## src/design/cfb_pkg.sv

```systemverilog
// Package for the CRC-16 frame builder: transfer payload types, frame constants
// and codes shared by the top level and the CRC update unit.
// No dependencies.
`timescale 1ns / 1ps

package cfb_pkg;

    // Input item op codes.
    localparam logic OP_START   = 1'b0;
    localparam logic OP_PAYLOAD = 1'b1;

    // Frame constants.
    localparam logic [7:0]  HDR_BYTE  = 8'hA5;
    localparam logic [7:0]  TAIL_BYTE = 8'h5A;
    localparam logic [15:0] CRC_INIT  = 16'hFFFF;
    localparam logic [15:0] CRC_POLY  = 16'hA001;

    // Step counter layout: six header bytes, four trailer bytes.
    localparam int STEP_W          = 4;
    localparam logic [STEP_W-1:0] HDR_LAST_STEP  = 4'd5;
    localparam logic [STEP_W-1:0] START_TRL_BASE = 4'd6;
    localparam logic [STEP_W-1:0] START_LAST     = 4'd9;
    localparam logic [STEP_W-1:0] PAY_TRL_BASE   = 4'd1;
    localparam logic [STEP_W-1:0] PAY_LAST       = 4'd4;

    // Trailer byte positions.
    localparam logic [1:0] TRL_CRC_LO = 2'd0;
    localparam logic [1:0] TRL_CRC_HI = 2'd1;
    localparam logic [1:0] TRL_TAIL_0 = 2'd2;
    localparam logic [1:0] TRL_TAIL_1 = 2'd3;

    typedef struct packed {
        logic        op;
        logic [15:0] command_word;
        logic [15:0] payload_len;
        logic [7:0]  payload_byte;
    } in_item_t;

    typedef struct packed {
        logic [7:0] out_byte;
        logic       frame_end;
    } out_item_t;

endpackage

```

## src/design/crc16_frame_builder.sv

```systemverilog
// Top level of the CRC-16 frame builder: item register, byte sequencer,
// running CRC and output register. Depends on cfb_pkg and cfb_crc_byte.
`timescale 1ns / 1ps

// Usage:
// Items enter on the in channel (in_valid/in_ready/in_data). A start item
// opens a frame and yields six header bytes, or ten bytes with the full
// trailer when its payload length is zero. A payload item of an open frame
// yields its byte, plus the four trailer bytes when it is the last one; a
// payload item with no open frame is dropped and yields nothing.
// Frame bytes leave on the out channel (out_valid/out_ready/out_data), one
// per transfer; frame_end marks the last trailer byte.
// An accepted item waits in the item register until the sequencer moves
// its first byte into the output register.
// Throughput: the sequencer emits one byte per cycle while the receiver
// does not stall; an item yields 1, 5, 6 or 10 bytes, a dropped byte none.
// The item register refills in the cycle its last byte moves on, so a run
// of payload bytes streams at one per clock while the receiver keeps up.
// Reset clears the item register, the output register and the frame state;
// the CRC returns to FFFF. When the receiver stalls, the output register
// holds its byte, the sequencer waits, and in_ready falls once the item
// register is occupied.
module crc16_frame_builder
(
    input  logic              clk,
    input  logic              rst_n,
    input  logic              in_valid,
    output logic              in_ready,
    input  cfb_pkg::in_item_t in_data,
    output logic              out_valid,
    input  logic              out_ready,
    output cfb_pkg::out_item_t out_data
);

    logic                       work_valid_reg;
    cfb_pkg::in_item_t          work_reg;
    logic [cfb_pkg::STEP_W-1:0] step_reg;
    logic [cfb_pkg::STEP_W-1:0] step_next;
    logic [15:0]                crc_reg;
    logic [15:0]                crc_next;
    logic [15:0]                bytes_left_reg;
    logic [15:0]                bytes_left_next;
    logic                       frame_open_reg;
    logic                       frame_open_next;
    logic                       out_valid_reg;
    cfb_pkg::out_item_t         out_data_reg;

    logic                       is_start;
    logic                       emit;
    logic                       last;
    logic                       trail;
    logic [cfb_pkg::STEP_W-1:0] step_off;
    logic [1:0]                 trl_idx;
    logic [7:0]                 data_byte;
    cfb_pkg::out_item_t         gen_item;
    logic                       advance;
    logic [15:0]                crc_base;
    logic [15:0]                crc_upd;

    assign is_start = (work_reg.op == cfb_pkg::OP_START);

    // Decode what the current step of the current item emits.
    always_comb
    begin
        emit      = 1'b1;
        last      = 1'b0;
        trail     = 1'b0;
        step_off  = '0;
        data_byte = work_reg.payload_byte;
        if (is_start)
        begin
            if (step_reg <= cfb_pkg::HDR_LAST_STEP)
            begin
                case (step_reg)
                    4'd0, 4'd1: data_byte = cfb_pkg::HDR_BYTE;
                    4'd2:       data_byte = work_reg.command_word[15:8];
                    4'd3:       data_byte = work_reg.command_word[7:0];
                    4'd4:       data_byte = work_reg.payload_len[7:0];
                    default:    data_byte = work_reg.payload_len[15:8];
                endcase
                last = (step_reg == cfb_pkg::HDR_LAST_STEP) && (work_reg.payload_len != 16'd0);
            end
            else
            begin
                trail    = 1'b1;
                step_off = step_reg - cfb_pkg::START_TRL_BASE;
                last     = (step_reg == cfb_pkg::START_LAST);
            end
        end
        else if (!frame_open_reg)
        begin
            // Payload byte with no open frame: dropped.
            emit = 1'b0;
            last = 1'b1;
        end
        else if (step_reg == '0)
        begin
            last = (bytes_left_reg != 16'd1);
        end
        else
        begin
            trail    = 1'b1;
            step_off = step_reg - cfb_pkg::PAY_TRL_BASE;
            last     = (step_reg == cfb_pkg::PAY_LAST);
        end
    end

    assign trl_idx = step_off[1:0];

    // Select the outgoing byte: data or trailer.
    always_comb
    begin
        gen_item.frame_end = 1'b0;
        gen_item.out_byte  = data_byte;
        if (trail)
        begin
            case (trl_idx)
                cfb_pkg::TRL_CRC_LO: gen_item.out_byte = crc_reg[7:0];
                cfb_pkg::TRL_CRC_HI: gen_item.out_byte = crc_reg[15:8];
                cfb_pkg::TRL_TAIL_0: gen_item.out_byte = cfb_pkg::TAIL_BYTE;
                default:
                begin
                    gen_item.out_byte  = cfb_pkg::TAIL_BYTE;
                    gen_item.frame_end = 1'b1;
                end
            endcase
        end
    end

    // The sequencer moves when the output register can take a byte, or for a dropped byte.
    assign advance  = work_valid_reg && (!emit || !out_valid_reg || out_ready);
    assign in_ready = !work_valid_reg || (advance && last);

    // A new frame restarts the CRC from its initial value.
    assign crc_base = (is_start && step_reg == '0) ? cfb_pkg::CRC_INIT : crc_reg;

    cfb_crc_byte u_crc
    (
        .crc_in  (crc_base),
        .data    (data_byte),
        .crc_out (crc_upd)
    );

    // Next frame state.
    always_comb
    begin
        step_next       = step_reg;
        crc_next        = crc_reg;
        bytes_left_next = bytes_left_reg;
        frame_open_next = frame_open_reg;
        if (advance)
        begin
            step_next = last ? '0 : step_reg + 4'd1;
            if (emit && !trail)
            begin
                crc_next = crc_upd;
            end
            if (is_start && step_reg == cfb_pkg::HDR_LAST_STEP)
            begin
                bytes_left_next = work_reg.payload_len;
                frame_open_next = (work_reg.payload_len != 16'd0);
            end
            if (!is_start && emit && !trail)
            begin
                bytes_left_next = bytes_left_reg - 16'd1;
            end
            if (trail && trl_idx == cfb_pkg::TRL_TAIL_1)
            begin
                crc_next        = cfb_pkg::CRC_INIT;
                bytes_left_next = '0;
                frame_open_next = 1'b0;
            end
        end
    end

    // Control and frame state registers.
    always_ff @(posedge clk or negedge rst_n)
    begin
        if (!rst_n)
        begin
            work_valid_reg <= 1'b0;
            step_reg       <= '0;
            crc_reg        <= cfb_pkg::CRC_INIT;
            bytes_left_reg <= '0;
            frame_open_reg <= 1'b0;
            out_valid_reg  <= 1'b0;
        end
        else
        begin
            step_reg       <= step_next;
            crc_reg        <= crc_next;
            bytes_left_reg <= bytes_left_next;
            frame_open_reg <= frame_open_next;
            if (in_valid && in_ready)
            begin
                work_valid_reg <= 1'b1;
            end
            else if (advance && last)
            begin
                work_valid_reg <= 1'b0;
            end
            if (advance && emit)
            begin
                out_valid_reg <= 1'b1;
            end
            else if (out_ready)
            begin
                out_valid_reg <= 1'b0;
            end
        end
    end

    // Payload registers.
    always_ff @(posedge clk)
    begin
        if (in_valid && in_ready)
        begin
            work_reg <= in_data;
        end
        if (advance && emit)
        begin
            out_data_reg <= gen_item;
        end
    end

    assign out_valid = out_valid_reg;
    assign out_data  = out_data_reg;

`ifndef ASSERT_OFF
    // The step counter never runs past the last trailer byte.
    a_step_range: assert property (@(posedge clk) disable iff (!rst_n)
        step_reg <= cfb_pkg::START_LAST)
        else $error("step counter out of range");

    // Between items, an open frame always expects at least one more payload byte.
    a_open_count: assert property (@(posedge clk) disable iff (!rst_n)
        (frame_open_reg && (step_reg == '0)) |-> (bytes_left_reg != 16'd0))
        else $error("open frame with no bytes left");

    // An empty item register leaves the sequencer at its first step.
    a_idle_step: assert property (@(posedge clk) disable iff (!rst_n)
        !work_valid_reg |-> (step_reg == '0))
        else $error("sequencer mid-item without an item");

    // The frame end byte is followed by a fresh CRC.
    a_end_crc: assert property (@(posedge clk) disable iff (!rst_n)
        (advance && trail && trl_idx == cfb_pkg::TRL_TAIL_1)
            |=> (crc_reg == cfb_pkg::CRC_INIT) && !frame_open_reg)
        else $error("frame state not cleared after trailer");
`endif

endmodule

```

## src/design/cfb_crc_byte.sv

```systemverilog
// CRC-16/MODBUS update for one byte, all eight bit steps unrolled.
// Depends on cfb_pkg for the polynomial.
`timescale 1ns / 1ps

module cfb_crc_byte
(
    input  logic [15:0] crc_in,
    input  logic [7:0]  data,
    output logic [15:0] crc_out
);

    // Reflected shift register, one bit per step, LSB first.
    always_comb
    begin
        logic [15:0] c;
        c = crc_in ^ {8'h00, data};
        for (int i = 0; i < 8; i++)
        begin
            if (c[0])
            begin
                c = (c >> 1) ^ cfb_pkg::CRC_POLY;
            end
            else
            begin
                c = c >> 1;
            end
        end
        crc_out = c;
    end

endmodule

```

## config.mk

```make
export PLATFORM = sky130hd
export DESIGN_NAME = crc16_frame_builder
export DESIGN_NICKNAME = d
export VERILOG_FILES = /design/src/design/cfb_pkg.sv /design/src/design/crc16_frame_builder.sv /design/src/design/cfb_crc_byte.sv
export SDC_FILE = /design/constraint.sdc
export NUM_CORES = 1
export LEC_CHECK = 0
export ABC_AREA = 0
export BUFFER_PORTS_ARGS = -buffer_cell sky130_fd_sc_hd__buf_2
export CORE_ASPECT_RATIO = 0.75
export CORE_MARGIN = 3
export CORE_UTILIZATION = 43
export DETAILED_ROUTE_END_ITERATION = 12
export PLACE_DENSITY = 0.59
export SLEW_MARGIN = 15
export SYNTH_ARGS = -nofsm -noshare
export SYNTH_HDL_FRONTEND = slang
export SYNTH_SLANG_ARGS = --single-unit
```

## constraint.sdc

```tcl
create_clock -name clk -period 3.16 [get_ports clk]
set_input_delay 0.158 -clock clk [delete_from_list [all_inputs] [get_ports clk]]
set_output_delay 0.158 -clock clk [all_outputs]
set_load 0.02 [all_outputs]
```

==> run metrics, run 1 <==
Worst Path Max Fanout 8; crit path max-delay cell type xnor3_2; Initial Util 44.5%; VDD IR-drop max approximately 0.00062 V; failing checks negative hold slack; IO Pins 56; syn avg cell area 10.3 µm²; Core ar. 10300 µm²; RSZ-0062 raised after global routing no; outcome finished, violations left; Max Slew Vio Count 0; PD cells 1030 nW/µm²; Worst Skew around 0.007 ns; Root Buffer clkbuf_16; CP Cell Sequence inv_1 > ha_4 > nor4_2 > or3_1 > a2111oi_1 > a211oi_2 > xnor2_1 > xnor3_2 > xnor2_1 > a21oi_1; Critical Path Start step_reg[0]; drc violations 0; clock sink total slightly below 90; Syn Nets between 400 and 500; Worst setup SP type register; Ys Warns 0; post-synthesis compound-gate area fraction between 20% and 30%; worst slew margin relative to its limit about a third; Reg2Reg Depth 10; CP bufs+invs 1; drt first-iter violations between 400 and 500; Placer Congestion between 0.9 and 1; diode count 0; Final Util between 50% and 60%; DRT antenna net count 0; Seq/Total Area, Yosys a little over half; wire per inst about 18 µm; Post-Synth XOR/XNOR Area 5.83%; pin count of the biggest net entering global routing 42; drt first pass iters 5; crit path DAT roughly 3.3 ns; all-layer global routing usage between 20% and 30%; Port Buffers 55; post-synth top area share 32.7%; area share of fa/ha/maj cells after synthesis between 1.5 and 2%; Worst Hold Class input port to async pin; Post-Synthesis Cells around 450; clock latency at the later pin of the worst-skew pair roughly 0.34 ns; critical path class register to register; die height around 95 µm; synthesized cell area between 4000 and 5000 µm²; prevailing post-synth register cell edfxtp_1; CTS tree built; CP Capture Type register; mux share of post-synthesis cell area 0%; global-route wire length before repair between 15000 and 20000 µm; Leakage around 0.0023 µW; Die ar. 12000 µm²; number of flops mapped to enable cells by yosys 50; setup bufs post-CTS 0; FFs w/ async S/R, synth 43.8%; Die Wd about 130 µm; Critical R2R Launch step_reg[0]; row count 32; Worst-path clk slew 0.06 ns; FF+latch count, synth 89; CP most frequent cell xnor2_1; ranking of synthesized cells by area edfxtp_1, dfrtp_1, dfstp_2; Final Hold Viols 23; Hold Slack -0.0298 ns; total gr overflow 0; max incr delay on CP ~0.52 ns; Post-DP HPWL just under 9000 µm; worst slew pin tran 0.976 ns; sum of negative setup slack 0 ns; Nets approximately 610; Clock Tree Buf Depth 2; CP required 3.43 ns; fmax roughly 0.33 GHz; Final min period 2.99 ns; Simple-Gate Fraction of Synth Area ~15%; max reg flops a little over 40; largest family of logic cells by synthesized area compound AO/OA/AOI/OAI gates; Period Utilization, post-route 94.6%; vias in the first global route between 3000 and 4000; r2r setup slk 0.17 ns; routed via count roughly 3900; fraction of layout cells with a size suffix above 1 a little under a quarter; initial antenna violation count 0; Yosys top cell by area edfxtp_1; CTS H-tree depth 3; post-DR vias/cell 5.57; Layout area overhead 27.6%; CTS Buf Count 9; max_cap viols 0; CP delay by family, top XOR/XNOR gates; overall routed net length ~12000 µm; R2R Path End crc_reg[15]; setup violators final 0; Yosys cell types 64
## kinds of logic after synthesis
group	after synthesis
AOI/OAI and AO/OA	147
xor gates and xnor gates	28
adders and majority gates	7
buffers and inverters	28
DFF	89
and+or+nand+nor	147
## per-stage QoR
stage	cells	power [µW]	cell area, µm²	setup WS [ns]
5_1_grt	696	6460	5860	0.0166
3_3_place_gp	642	4860	5130	0.227
6_report	696	6030	5860	0.169
3_5_place_dp	642	4890	5130	0.145
2_1_floorplan	446	4070	4590	0.195
4_1_cts	693	5940	5770	0.113
## per-layer routing
metal,up-vias,track usage (%),wire (µm)
met1,1841,32.9,6230
met4,0,4.78,131
met3,12,4.54,911
met5,-,0,0
met2,149,29.5,5040
li1,1874,-,-
## synthesized netlist by cell type, drive strengths merged, types with 2 or more instances
cell type  number
o221ai          2
or3             2
o21a            3
nand3           7
inv             8
nor2b           3
buf             7
dfrtp          23
nand2          24
edfxtp         50
dfstp          16
o21ai          51
a22oi           5
a221oi          9
a32oi           3
nand2b          5
or3b            2
or2             3
clkbuf         13
nor2           73
a21o            3
a211o           2
nor4           12
a31oi           5
o22ai           4
xor2            9
o31ai           2
ha              7
a21oi          44
a211oi          3
nor3            7
xnor2          18
## placed cells by master (no fill, tap or decap), types with 8 or more instances in the layout
cell type | netlist | final
dlygate4sd3_1 | 0 | 39
xnor2_1 | 18 | 17
a21oi_1 | 44 | 44
nand2_1 | 24 | 24
dfstp_2 | 16 | 16
buf_2 | 4 | 55
edfxtp_1 | 50 | 50
dfrtp_1 | 23 | 23
buf_4 | 2 | 25
o21ai_0 | 44 | 44
xor2_1 | 8 | 8
a221oi_1 | 9 | 8
nor4_1 | 11 | 11
nor2_1 | 73 | 73
clkbuf_16 | 0 | 9
## worst reg2reg max path, delay by kind of cell (launching register included)
family	cells	cell delay [ns]
XOR/XNOR	3	0.91
buffers and inverters	1	0.22
AND/OR/NAND/NOR	2	0.45
AO/OA/AOI/OAI	3	0.71
flip-flops	1	0.38
adder cells (fa/ha/maj)	1	0.24
## final cells by class
class	count	area, µm²
Fill cell	878	4470
Clock buffer	9	225
Clock inverter	6	50.0
Tap cell	136	170
Multi-Input combinational cell	329	2030
Inverter	8	30.0
Timing Repair Buffer	119	853
Sequential cell	89	2500
## report_power, final
part | switching [µW] | internal [µW]
logic | 1690 | 1350
clock network | 456 | 541
registers | 292 | 1710
total | 2430 | 3590
## timing repair
action,4_1_cts,5_1_grt
gates resized for setup,0,11
hold endpoints to repair,36,3
hold buffers,36,3
setup endpoints to repair,0,3
## worst max-delay path by stage
| stage | endpoint | cells after the start |
|---|---|---|
| 2_1_floorplan | work_reg[0] | 7 |
| 3_3_place_gp | crc_reg[15] | 10 |
| 3_5_place_dp | crc_reg[14] | 10 |
| 4_1_cts | crc_reg[14] | 11 |
| 5_1_grt | work_reg[3] | 7 |
| 6_report | crc_reg[15] | 10 |
Note: power is estimated with default switching activity, not from simulation.
==> inputs of run 2 (changes only) <==
--- a/config.mk
+++ b/config.mk
@@ -5,7 +5,7 @@
 export SDC_FILE = /design/constraint.sdc
 export NUM_CORES = 1
 export LEC_CHECK = 0
-export ABC_AREA = 0
+export ABC_AREA = 1
 export BUFFER_PORTS_ARGS = -buffer_cell sky130_fd_sc_hd__buf_2
 export CORE_ASPECT_RATIO = 0.75
 export CORE_MARGIN = 3
==> run metrics, run 2 <==
drc violations 0; wire per inst 15.7 µm; fmax between 0.3 and 0.4 GHz; Clock Tree Buf Depth 2; Die Wd around 130 µm; CP required about 3.5 ns; post-synth top area share slightly below 30%; worst slew margin relative to its limit roughly 39%; commonest non-fill, non-tap cell in the layout nand2_1; overall power between 6000 and 7000 µW; Worst setup SP type register; CTS Buf Count 9; sum of negative setup slack 0 ns; Final min period ~2.9 ns; Die ar. roughly 13000 µm²; Worst Path Max Fanout 12; Root Buffer clkbuf_16; all-layer global routing usage between 20% and 30%; Leakage around 0.0028 µW; ranking of synthesized cells by area edfxtp_1, dfrtp_1, dfstp_2; Initial Util around 45%; DRT antenna net count 0; synthesized cell area just over 5000 µm²; count leader, synth nand2_1; PD cells 1020 nW/µm²; Yosys top cell by area edfxtp_1; worst slew pin tran approximately 0.9 ns; Final Hold Viols 0; critical path class register to register; CTS H-tree depth 3; commonest cells in the synthesized netlist nand2_1, inv_1, o21ai_0, edfxtp_1, nand3_1; clock latency at the later pin of the worst-skew pair 0.35 ns; CP Capture Type register; Nets approximately 730; Period Utilization, post-route 90.9%; prevailing post-synth register cell edfxtp_1; FFs w/ async S/R, synth 43.8%; Layout area overhead 23.0%; max_cap viols 0; drt first-iter violations between 300 and 400; most frequent cells in the layout nand2_1, inv_1, o21ai_0; Yosys cell types 44; pin count of the biggest net entering global routing between 40 and 50; RSZ-0062 raised after global routing no; row count 33; CTS tree built; Seq/Total Area, Yosys approximately half; Post-Synthesis Cells between 500 and 600; Final Util between 50 and 60%; diode count 0; VDD IR-drop max 0.000341 V; outcome completed; Port Buffers 55; Core ar. about 11000 µm²; total gr overflow 0; Placer Congestion roughly 0.87; FF+latch count, synth 89; fraction of layout cells with a size suffix above 1 about 25%; Max Slew Vio Count 0; number of flops mapped to enable cells by yosys 50; setup violators final 0; Worst Skew between 0.009 and 0.01 ns; global-route wire length before repair roughly 21000 µm; post-DR vias/cell ~5.1; die height ~100 µm; Syn Nets between 600 and 700; Hold Slack around 0.049 ns; Post-DP HPWL about 9500 µm; clock sink total approximately 90; overall routed net length between 10000 and 15000 µm; initial antenna violation count 0; syn avg cell area 8.79 µm²; routed via count roughly 4300; vias in the first global route roughly 4000; max reg flops a little over 40; Worst Hold Class input port to register; crit path DAT around 3.2 ns; Worst-path clk slew roughly 0.07 ns; drt first pass iters 5; IO Pins 56; Ys Warns 0
-- run 2: cell types whose count changed in the layout (fill, tap and decap cells not counted), moves of 10 or more --
cell and delta:
buf_4 -18, nor2_1 -42, nand2_2 +32, o22ai_1 +13, xnor2_1 -17, nand3_1 +43, o21ai_0 +13, inv_2 +10
inv_1 +66, a21oi_1 -38, nand4_1 +11, nand2_1 +81
-- run 2: repair_timing --
action,in CTS,in global routing
buffers inserted,0,0
hold buffers,42,0
endpoints found under the setup margin,0,43
resized for setup,0,3
hold endpoints to repair,64,0
-- run 2: routing by layer --
layer	track usage, %	up-vias	wire (µm)
li1	-	2151	-
met1	32.7	1988	6760
met2	28.8	146	5230
met3	4.46	12	1010
met4	4.36	0	116
met5	0	-	0
-- run 2: final timing paths --
check                       startpoint                 to  slack [ns]  depth (start not counted)
setup / recovery           step_reg[1]         crc_reg[0]        0.29                         21
hold / removal                in_valid     work_valid_reg        0.05                          3
setup reg to reg           step_reg[1]         crc_reg[0]        0.29                         21
hold reg to reg              out_valid          out_valid        0.50                          2
max in group asynchronous        rst_n     work_valid_reg        2.09                          2
min in group asynchronous        rst_n  bytes_left_reg[9]        0.49                          2
-- run 2: power by group --
part	total, µW	switching (µW)	internal [µW]
Combinational	3230	2160	1070
Clock	1150	509	638
Sequential	2010	247	1760
Total	6380	2920	3470
-- run 2: metrics by stage --
step,cell area (µm²),cells,setup WS (ns)
4_1_cts,6230,838,0.134
3_3_place_gp,5490,780,0.290
6_report,6240,838,0.289
3_5_place_dp,5490,780,0.224
5_1_grt,6240,838,0.0257
2_1_floorplan,5090,578,0.442
-- run 2: critical path: stages (launching register included) --
cell,delay (ns)
dfrtp_1,0.43
inv_1,0.14
ha_1,0.23
inv_1,0.17
nand3b_4,0.11
nand3_4,0.11
inv_2,0.12
or2_2,0.31
nand2_1,0.17
nand2_1,0.07
nand2_1,0.11
nand3_1,0.10
nand2_2,0.11
nand2_2,0.05
nand2_1,0.07
nand2_2,0.06
nand3_1,0.12
nand2_2,0.07
nand2_1,0.05
nand3_1,0.07
nand2_1,0.07
inv_1,0.03
-- run 2: cell families (layout without fill, tap and decap cells) --
logic type	count (synthesis)	in the layout	synth area share, %
fa+ha+maj	7	7	1.72
simple gates	274	274	28.2
flops	89	89	49.2
compound gates	105	105	12.0
xor+xnor	1	1	0.172
buf+inv	102	205	8.75
-- run 2: layout make-up --
class | instances | area (µm²)
clock inverters | 7 | 95.1
fillers | 1016 | 4990
clock buffers | 9 | 225
inverters | 85 | 319
multi-input cells | 387 | 2160
well taps | 157 | 196
flip-flops and latches | 89 | 2500
repair buffers | 104 | 748
